`config.mk`:
```
export PLATFORM = sky130hd
export DESIGN_NAME = angle_frame_safety_check
export DESIGN_NICKNAME = d
export VERILOG_FILES = /design/src/hw/rtl/afsc_pkg.sv /design/src/hw/rtl/afsc_check.sv /design/src/hw/rtl/afsc_out_stage.sv /design/src/hw/rtl/angle_frame_safety_check.sv
export SDC_FILE = /design/constraint.sdc
export NUM_CORES = 1
export LEC_CHECK = 0
export ABC_AREA = 1
export BUFFER_PORTS_ARGS = -buffer_cell sky130_fd_sc_hd__buf_2
export CAP_MARGIN = 40
export CORE_UTILIZATION = 29
export CTS_CLUSTER_DIAMETER = 200
export CTS_CLUSTER_SIZE = 14
export DETAILED_ROUTE_END_ITERATION = 16
export PLACE_DENSITY_LB_ADDON = 0.12
export RECOVER_POWER = 50
export SLEW_MARGIN = 5
export SYNTH_ARGS = -nofsm -noshare
export SYNTH_HDL_FRONTEND = slang
export SYNTH_HIERARCHICAL = 1
export SYNTH_SLANG_ARGS = --single-unit
export TNS_END_PERCENT = 5
```
`constraint.sdc`:
```
create_clock -name aclk -period 4 [get_ports aclk]
set_input_delay 0 -clock aclk [delete_from_list [all_inputs] [get_ports aclk]]
set_output_delay 0 -clock aclk [all_outputs]
set_load 0.005 [all_outputs]
```
`src/hw/rtl/afsc_pkg.sv`:
```
// shared types, constants and crc helper for the angle frame safety check
package afsc_pkg;

    localparam logic [7:0]  CRC_POLY       = 8'h1D;
    localparam logic [7:0]  CRC_INIT       = 8'hFF;
    localparam logic [15:0] CMD_WORD_RESET = 16'h8021;

    localparam int unsigned BIT_SYSTEM     = 14;
    localparam int unsigned BIT_INTERFACE  = 13;
    localparam int unsigned BIT_INV_ANGLE  = 12;
    localparam int unsigned ANGLE_W        = 15;

    typedef enum logic [2:0] {
        ERR_NONE      = 3'd0,
        ERR_SYSTEM    = 3'd1,
        ERR_INTERFACE = 3'd2,
        ERR_INV_ANGLE = 3'd3,
        ERR_CRC       = 3'd4
    } err_code_t;

    // result of the frame check, handed to the output stage
    typedef struct packed {
        logic [ANGLE_W-1:0] new_angle;
        logic               ok;
        err_code_t          err;
        logic [15:0]        safety;
    } check_t;

    // eight shifts of the crc register after the next byte is xor-ed in
    function automatic logic [7:0] crc_byte(input logic [7:0] crc, input logic [7:0] data);
        logic [7:0] c;
        c = crc ^ data;
        for (int b = 0; b < 8; b++) begin
            if (c[7]) begin
                c = {c[6:0], 1'b0} ^ CRC_POLY;
            end else begin
                c = {c[6:0], 1'b0};
            end
        end
        return c;
    endfunction

endpackage

```
`src/hw/rtl/afsc_check.sv`:
```
// status bit priority check and crc-8 compare for one registered frame
module afsc_check (
    input  logic [15:0]     cmd_word,
    input  logic [15:0]     angle_word,
    input  logic [15:0]     safety_word,
    output afsc_pkg::check_t result
);

    logic [7:0] crc_c0;
    logic [7:0] crc_c1;
    logic [7:0] crc_a0;
    logic [7:0] crc_a1;
    logic [7:0] crc_final;

    always_comb begin
        crc_c0    = afsc_pkg::crc_byte(afsc_pkg::CRC_INIT, cmd_word[15:8]);
        crc_c1    = afsc_pkg::crc_byte(crc_c0, cmd_word[7:0]);
        crc_a0    = afsc_pkg::crc_byte(crc_c1, angle_word[15:8]);
        crc_a1    = afsc_pkg::crc_byte(crc_a0, angle_word[7:0]);
        crc_final = ~crc_a1;
    end

    always_comb begin
        result.new_angle = angle_word[afsc_pkg::ANGLE_W-1:0];
        result.safety    = safety_word;
        // status bits are active low, system wins over interface over angle
        priority if (!safety_word[afsc_pkg::BIT_SYSTEM]) begin
            result.err = afsc_pkg::ERR_SYSTEM;
        end else if (!safety_word[afsc_pkg::BIT_INTERFACE]) begin
            result.err = afsc_pkg::ERR_INTERFACE;
        end else if (!safety_word[afsc_pkg::BIT_INV_ANGLE]) begin
            result.err = afsc_pkg::ERR_INV_ANGLE;
        end else if (crc_final != safety_word[7:0]) begin
            result.err = afsc_pkg::ERR_CRC;
        end else begin
            result.err = afsc_pkg::ERR_NONE;
        end
        result.ok = (result.err == afsc_pkg::ERR_NONE);
    end

endmodule

```
`src/hw/rtl/afsc_out_stage.sv`:
```
// result register and held angle
module afsc_out_stage (
    input  logic                          aclk,
    input  logic                          aresetn,
    input  logic                          load,
    input  afsc_pkg::check_t              check,
    output logic                          stage_ready,
    output logic                          m_valid,
    input  logic                          m_ready,
    output logic [afsc_pkg::ANGLE_W-1:0]  m_angle,
    output logic                          m_valid_res,
    output logic [2:0]                    m_error_code,
    output logic                          m_reset_request,
    output logic [15:0]                   m_last_safety
);

    logic                         out_valid_reg;
    logic                         out_valid_next;
    logic [afsc_pkg::ANGLE_W-1:0] held_angle_reg;
    logic [afsc_pkg::ANGLE_W-1:0] held_angle_next;
    logic [afsc_pkg::ANGLE_W-1:0] angle_reg;
    logic                         ok_reg;
    afsc_pkg::err_code_t          err_reg;
    logic [15:0]                  safety_reg;

    assign stage_ready = !out_valid_reg || m_ready;

    always_comb begin
        out_valid_next  = out_valid_reg;
        held_angle_next = held_angle_reg;
        if (load) begin
            out_valid_next = 1'b1;
            if (check.ok) begin
                held_angle_next = check.new_angle;
            end
        end else if (m_ready) begin
            out_valid_next = 1'b0;
        end
    end

    always_ff @(posedge aclk) begin
        if (!aresetn) begin
            out_valid_reg  <= 1'b0;
            held_angle_reg <= '0;
        end else begin
            out_valid_reg  <= out_valid_next;
            held_angle_reg <= held_angle_next;
        end
    end

    // payload registers, no reset needed
    always_ff @(posedge aclk) begin
        if (load) begin
            angle_reg  <= held_angle_next;
            ok_reg     <= check.ok;
            err_reg    <= check.err;
            safety_reg <= check.safety;
        end
    end

    assign m_valid         = out_valid_reg;
    assign m_angle         = angle_reg;
    assign m_valid_res     = ok_reg;
    assign m_error_code    = err_reg;
    assign m_reset_request = !ok_reg;
    assign m_last_safety   = safety_reg;

    // held angle only moves on a passing frame
    a_held_stable: assert property (@(posedge aclk) disable iff (!aresetn)
        !(load && check.ok) |=> $stable(held_angle_reg))
        else $error("held angle changed without a passing frame");

    // a presented result always carries the current held angle
    a_angle_held: assert property (@(posedge aclk) disable iff (!aresetn)
        out_valid_reg |-> (angle_reg == held_angle_reg))
        else $error("output angle differs from held angle");

    // pass flag and error code agree
    a_ok_code: assert property (@(posedge aclk) disable iff (!aresetn)
        out_valid_reg |-> (ok_reg == (err_reg == afsc_pkg::ERR_NONE)))
        else $error("pass flag and error code disagree");

    // no new result is loaded over one still waiting
    a_no_overwrite: assert property (@(posedge aclk) disable iff (!aresetn)
        (out_valid_reg && !m_ready) |-> !load)
        else $error("result overwritten while stalled");

endmodule

```
`src/hw/rtl/angle_frame_safety_check.sv`:
```
// angle frame safety check: status bit and crc-8 check of sensor responses
//
// one transaction on the s_ channel carries a raw angle word and a safety
// word; one transaction on the m_ channel returns the checked result.
// status bits 14..12 of the safety word are active low and checked in order
// system, interface, invalid angle; if all pass, a crc-8 over the command
// word and the angle word is compared with the safety word's low byte.
// a pass outputs and stores the 15-bit angle; any error outputs the stored
// angle, the error code and a reset request.
// m_valid rises once an accepted transaction has passed the input register,
// then the result register; throughput is one transaction per cycle while
// m_ready is high, set by the single-pass crc and priority logic between them.
// cfg_wr_en/cfg_wr_data write the command word; write only while idle.
// reset (aresetn low, synchronous) empties both stages, clears the held
// angle and loads the command word with 0x8021.
// when the receiver stalls, the result register holds its transaction and
// one more is kept in the input register before s_ready drops.
module angle_frame_safety_check (
    input  logic                          aclk,
    input  logic                          aresetn,
    input  logic                          cfg_wr_en,
    input  logic [15:0]                   cfg_wr_data,
    input  logic                          s_valid,
    output logic                          s_ready,
    input  logic [15:0]                   s_angle_word,
    input  logic [15:0]                   s_safety_word,
    output logic                          m_valid,
    input  logic                          m_ready,
    output logic [afsc_pkg::ANGLE_W-1:0]  m_angle,
    output logic                          m_valid_res,
    output logic [2:0]                    m_error_code,
    output logic                          m_reset_request,
    output logic [15:0]                   m_last_safety
);

    logic             cmd_word_reg;
    logic [15:0]      cmd_reg;
    logic             in_valid_reg;
    logic             in_valid_next;
    logic [15:0]      angle_word_reg;
    logic [15:0]      safety_word_reg;
    logic             stage_ready;
    logic             load;
    afsc_pkg::check_t check;

    assign load    = in_valid_reg && stage_ready;
    assign s_ready = !in_valid_reg || stage_ready;

    always_comb begin
        in_valid_next = in_valid_reg;
        if (s_valid && s_ready) begin
            in_valid_next = 1'b1;
        end else if (load) begin
            in_valid_next = 1'b0;
        end
    end

    always_ff @(posedge aclk) begin
        if (!aresetn) begin
            in_valid_reg <= 1'b0;
            cmd_reg      <= afsc_pkg::CMD_WORD_RESET;
            cmd_word_reg <= 1'b0;
        end else begin
            in_valid_reg <= in_valid_next;
            cmd_word_reg <= cfg_wr_en;
            if (cfg_wr_en) begin
                cmd_reg <= cfg_wr_data;
            end
        end
    end

    always_ff @(posedge aclk) begin
        if (s_valid && s_ready) begin
            angle_word_reg  <= s_angle_word;
            safety_word_reg <= s_safety_word;
        end
    end

    afsc_check u_check (
        .cmd_word    (cmd_reg),
        .angle_word  (angle_word_reg),
        .safety_word (safety_word_reg),
        .result      (check)
    );

    afsc_out_stage u_out (
        .aclk            (aclk),
        .aresetn         (aresetn),
        .load            (load),
        .check           (check),
        .stage_ready     (stage_ready),
        .m_valid         (m_valid),
        .m_ready         (m_ready),
        .m_angle         (m_angle),
        .m_valid_res     (m_valid_res),
        .m_error_code    (m_error_code),
        .m_reset_request (m_reset_request),
        .m_last_safety   (m_last_safety)
    );

    // the command word only changes on a write
    a_cmd_stable: assert property (@(posedge aclk) disable iff (!aresetn)
        !cfg_wr_en |=> $stable(cmd_reg))
        else $error("command word changed without a write");

    // a write lands in the register in the cycle after cfg_wr_en
    a_cmd_write: assert property (@(posedge aclk) disable iff (!aresetn)
        cmd_word_reg |-> (cmd_reg == $past(cfg_wr_data)))
        else $error("command word write lost");

    // the input stage never drops a waiting frame
    a_in_hold: assert property (@(posedge aclk) disable iff (!aresetn)
        (in_valid_reg && !stage_ready) |=> (in_valid_reg && $stable(angle_word_reg)))
        else $error("stalled input frame lost");

endmodule
```
Yosys cells after proc, flatten, opt, wreduce, memory -nomap -nowiden

Cells that the tools add are included.
W data, S select, Z words.

Eq/ne operators: 1
Muxes and demuxes: 42
Bitwise operators: 37
Reduce and logical (&&, ||, !) cells: 10

Operators by type and width:

| operator            | number |
|---|---|
| $mux W5             | 32 |
| $not A4 Y4          | 32 |
| $mux W15            | 2 |
| $xor A8 B8 Y8       | 3 |
| $not A8 Y8          | 2 |
| $mux W3             | 4 |
| $ne A8 B8 Y1        | 1 |
| $mux W1             | 4 |
| $reduce_bool A2 Y1  | 2 |
| $logic_not A1 Y1    | 3 |
| $logic_not A3 Y1    | 1 |
| $logic_and A1 B1 Y1 | 2 |
| $logic_or A1 B1 Y1  | 2 |

Register bits after elaboration: 100
Bits of input ports: 53
Output and inout port bits: 38
Logic and storage cells: 100

Logic depth before layout (Yosys ltp)

Depth in word-level cells: 77
Mapped depth: 41
Gate-level depth less buffers: 39

By module

The synthesis kept the hierarchy.

By module, submodules not included:

| module                   | instances | cells each | area each (µm²) | sequential area each (µm²) |
|---|---|---|---|---|
| afsc_check               | 1         | 510        | 2,443.6         | 0.0 |
| afsc_out_stage           | 1         | 169        | 1,863.0         | 1,371.3 |
| angle_frame_safety_check | 1         | 109        | 1,561.5         | 1,301.2 |

Least setup slack after synthesis

No wires, ideal clock.

Path kind: flip-flop to flip-flop
Start: register cmd_reg[15]
End: register u_out.angle_reg (netlist bit u_out/m_angle[3]) (data pin)
Library setup time: 0.251 ns
Arrival: 3.344 ns
Required time: 3.749 ns
Setup slack: 0.405 ns
Stages on the path, launching flop included: 37
Path buffers: 2
Period minus slack after synthesis: 3.595 ns
Cell sequence: dfxtp_1 inv_2 nand2_1 nand2_1 nand2_2 nand2_1 nand2_1 nand2_2 nand2_2 nand2_1 nand2_2 nand2_2 nand2_4 nand2_4 nand2_4 nand2_2 nand2_4 nand2_4 nand2_4 nand2_1 nand2_2 nand2_2 nand2_2 nand2_1 nand2_1 nand3_1 nand2_1 xor2_1 nand2_1 nor2_1 nand3_1 nor2_1 buf_4 buf_2 nand3_1 nand2_1 inv_1

RTL lines:

| element                | line                           | text |
|---|---|---|
| from (decl)            | angle_frame_safety_check.sv:37 | `logic [15:0] cmd_reg;` |
| from (signal assigned) | angle_frame_safety_check.sv:61 | `cmd_reg <= afsc_pkg::CMD_WORD_RESET;` |
| from (signal assigned) | angle_frame_safety_check.sv:67 | `cmd_reg <= cfg_wr_data;` |
| to (signal assigned)   | afsc_out_stage.sv:54           | `angle_reg <= held_angle_next;` |
| to (decl)              | afsc_out_stage.sv:21           | `logic [afsc_pkg::ANGLE_W-1:0] angle_reg;` |

==> flow_metrics.tcl <==
set metrics [dict create \
    synth_compound_area_share_pct 1.58 \
    fin_nets 1013 \
    crit_arrival_ns 4.07 \
    via_count 5210 \
    hold_viol 0 \
    gp_congestion 0.793 \
    criticalPathCategory "register to register" \
    regToRegStartpoint "cmd_reg[15]" \
    mostFrequentLayoutCells "220 x nand2_1, 98 x inv_1, 88 x nand3_1" \
    synth_area_leaders "edfxtp_1 34%, nand2_1 17%, dfxtp_1 11%, nand3_1 9.8%, inv_1 6.4%" \
    antenna_cells 0 \
    gr-total-overflow 0 \
    grt_pass1_vias 4654 \
    cp-startpoint "cmd_reg[15]" \
    crit_family "simple AND/OR/NAND/NOR gates" \
    ys_types 20 \
    cp-end-kind "register" \
    wire_per_inst_um 12.0 \
    wirelength_met1_um 7150 \
    max_slew_margin_pct 62.6 \
    setup-tns-final_ns 0 \
    min_period_ns 3.96 \
    synth_xor_area_share_pct 1.34 \
    synth_top_family_by_area "simple AND/OR/NAND/NOR gates" \
    core_mm2 0.0197 \
    post-dp-hpwl_um 10900 \
    synth-simple-area-share_pct 38.7 \
    powerDensity_mw_per_mm2 710 \
    dr.pass1.iters 5 \
    min_path_type "input port to register" \
    rows 51 \
    cts_tree "yes" \
    grt_max_degree 40 \
    ir_worst_vdd_uv 394 \
    grt_pass1_wl_um 23100 \
    synth-seq-area-share_pct 45.5 \
    die_w_um 144 \
    status "finished clean" \
    synthAdderAreaFrac_pct 0 \
    cp_max_fo 8 \
    path_clk_slew_ns 0.08 \
    clkLatencyLatePin_ns 0.36 \
    dieArea_mm2 0.0208 \
    yosys_warnings 6 \
    mostFrequentLayoutCell "nand2_1" \
    worst_slew_pin_slew_ns 0.560 \
    start_util_pct 29.9 \
    remaining_drc_errors 0 \
    pin_count 91 \
    drv_slew 0 \
    antenna_found_initial 0 \
    min_from "aresetn" \
    die_h_um 144 \
    met3_length_um 458 \
    drtIter0Drc 203 \
    syn_to_final_growth_pct 38.1 \
    root_buffer "clkbuf_16" \
    fmax_mhz 253 \
    synth_largest_area_cell "edfxtp_1" \
    cp-start-kind "register" \
    ys_ff_latch 100 \
    final.setup_skew_ns 0.0110 \
    clockBufferDepth 2 \
    final_layout_size_suffix_gt1_share_pct 34.1 \
    synth.cell_area_mm2 0.00587 \
    cpMostUsedCell "nand2_1" \
    antenna_left 0 \
    yosysTopAreaCellShare_pct 34.3 \
    routed_wl_um 14800 \
    synth_nets 841 \
    syn_area_per_cell_um2 7.45 \
    htreeDepth 3 \
    cts_buffers 9 \
    numClockSinks 100 \
    port_buffers 90 \
    finalSetupViolCount 0 \
    rsz0062_at_grt "yes" \
    p_leak_uw 0.00407 \
    cpMaxStageDelayCell "dfxtp_4" \
    crit_required_ns 4.11 \
    slowest_delay_ns 0.37 \
    wl_met2_um 6940 \
    final_cells 1230 \
    synth_cells 788 \
    synth.area.mux_share_pct 0 \
    dpl.cell_count 1153 \
    highest_layer "met4" \
    maxCapViolCount 0 \
    min_period_over_period_pct 99.0 \
    worst-path-buf-inv 4 \
    gr-usage-all-layers_pct 14.5 \
    final_util_pct 41.2 \
    viasPerCell 4.24 \
]
## layout make-up
class                      instances  area, um2
clock buffer                       9        225
clock inverter                     7       75.1
fill                            2068      11500
inverter                         121        462
multi-input combinational        527       2840
sequential                       100       2690
tap                              265        332
timing repair buffer             201       1490
## through the flow
step / total power [uW] / hold WS [ns] / cell area (um2) / setup WS (ns)
after global placement: 4300 / 0.177 / 6740 / -0.190
final: 5750 / 0.0161 / 8100 / 0.0401
after global routing: 6300 / 0.0386 / 8100 / -0.352
after CTS: 5290 / 0.00644 / 7650 / -0.00970
after floorplan: 3440 / 0.0989 / 5870 / 0.405
after detailed placement: 4300 / 0.178 / 6760 / -0.111
## final timing paths
path / endpoint / slack (ns) / cells after the start
setup / recovery: u_out/m_angle[6] / 0.04 / 35
setup reg to reg: u_out/m_angle[6] / 0.04 / 35
hold reg to reg: u_out/m_last_safety[10] / 0.42 / 0
hold / removal: in_valid_reg / 0.02 / 3
## cells in the mapped netlist
master and number:
nand3_4 1, xor2_1 6, nand2_1 272, a21boi_0 1
edfxtp_1 67, nand3b_1 5, buf_2 3, inv_1 100
nand3_2 9, buf_4 35, inv_2 21, nor2_1 52
buf_6 2, a21oi_1 3, nand2_4 9, o21ai_0 14
nand3_1 115, nand2_2 37, xnor2_1 3, dfxtp_1 33
## kinds of logic after synthesis
kind of cell | after synthesis
AO/OA/AOI/OAI | 18
XOR/XNOR | 9
buffers and inverters | 161
flip-flops | 100
AND/OR/NAND/NOR | 500
## timing repair
action | 4_1_cts | 5_1_grt
pin swaps | 3 | 26
buffers inserted | 1 | 5
endpoints found under the hold margin | 50 | 0
resized for setup | 14 | 100
setup endpoints to repair | 30 | 32
hold buffers | 53 | 0
cloned | 0 | 2
## report_power, final
part	total, uW	internal [uW]	switching (uW)	leakage [uW]
logic	3660	1430	2230	0.00301
clock network	904	490	414	0.000145
registers	1190	1160	34.8	0.000917
## worst min-delay path, stage by stage
cell	delay, ns
buf_2	0.21
inv_1	0.08
a21oi_1	0.04
## routing by layer
layer  GRT usage (%)  up-vias
met2            24.3       71
met5               0        -
li1                -     2783
met3            1.85       13
met1            19.0     2343
met4            5.15        0
Power figures use the tool's default switching activity.
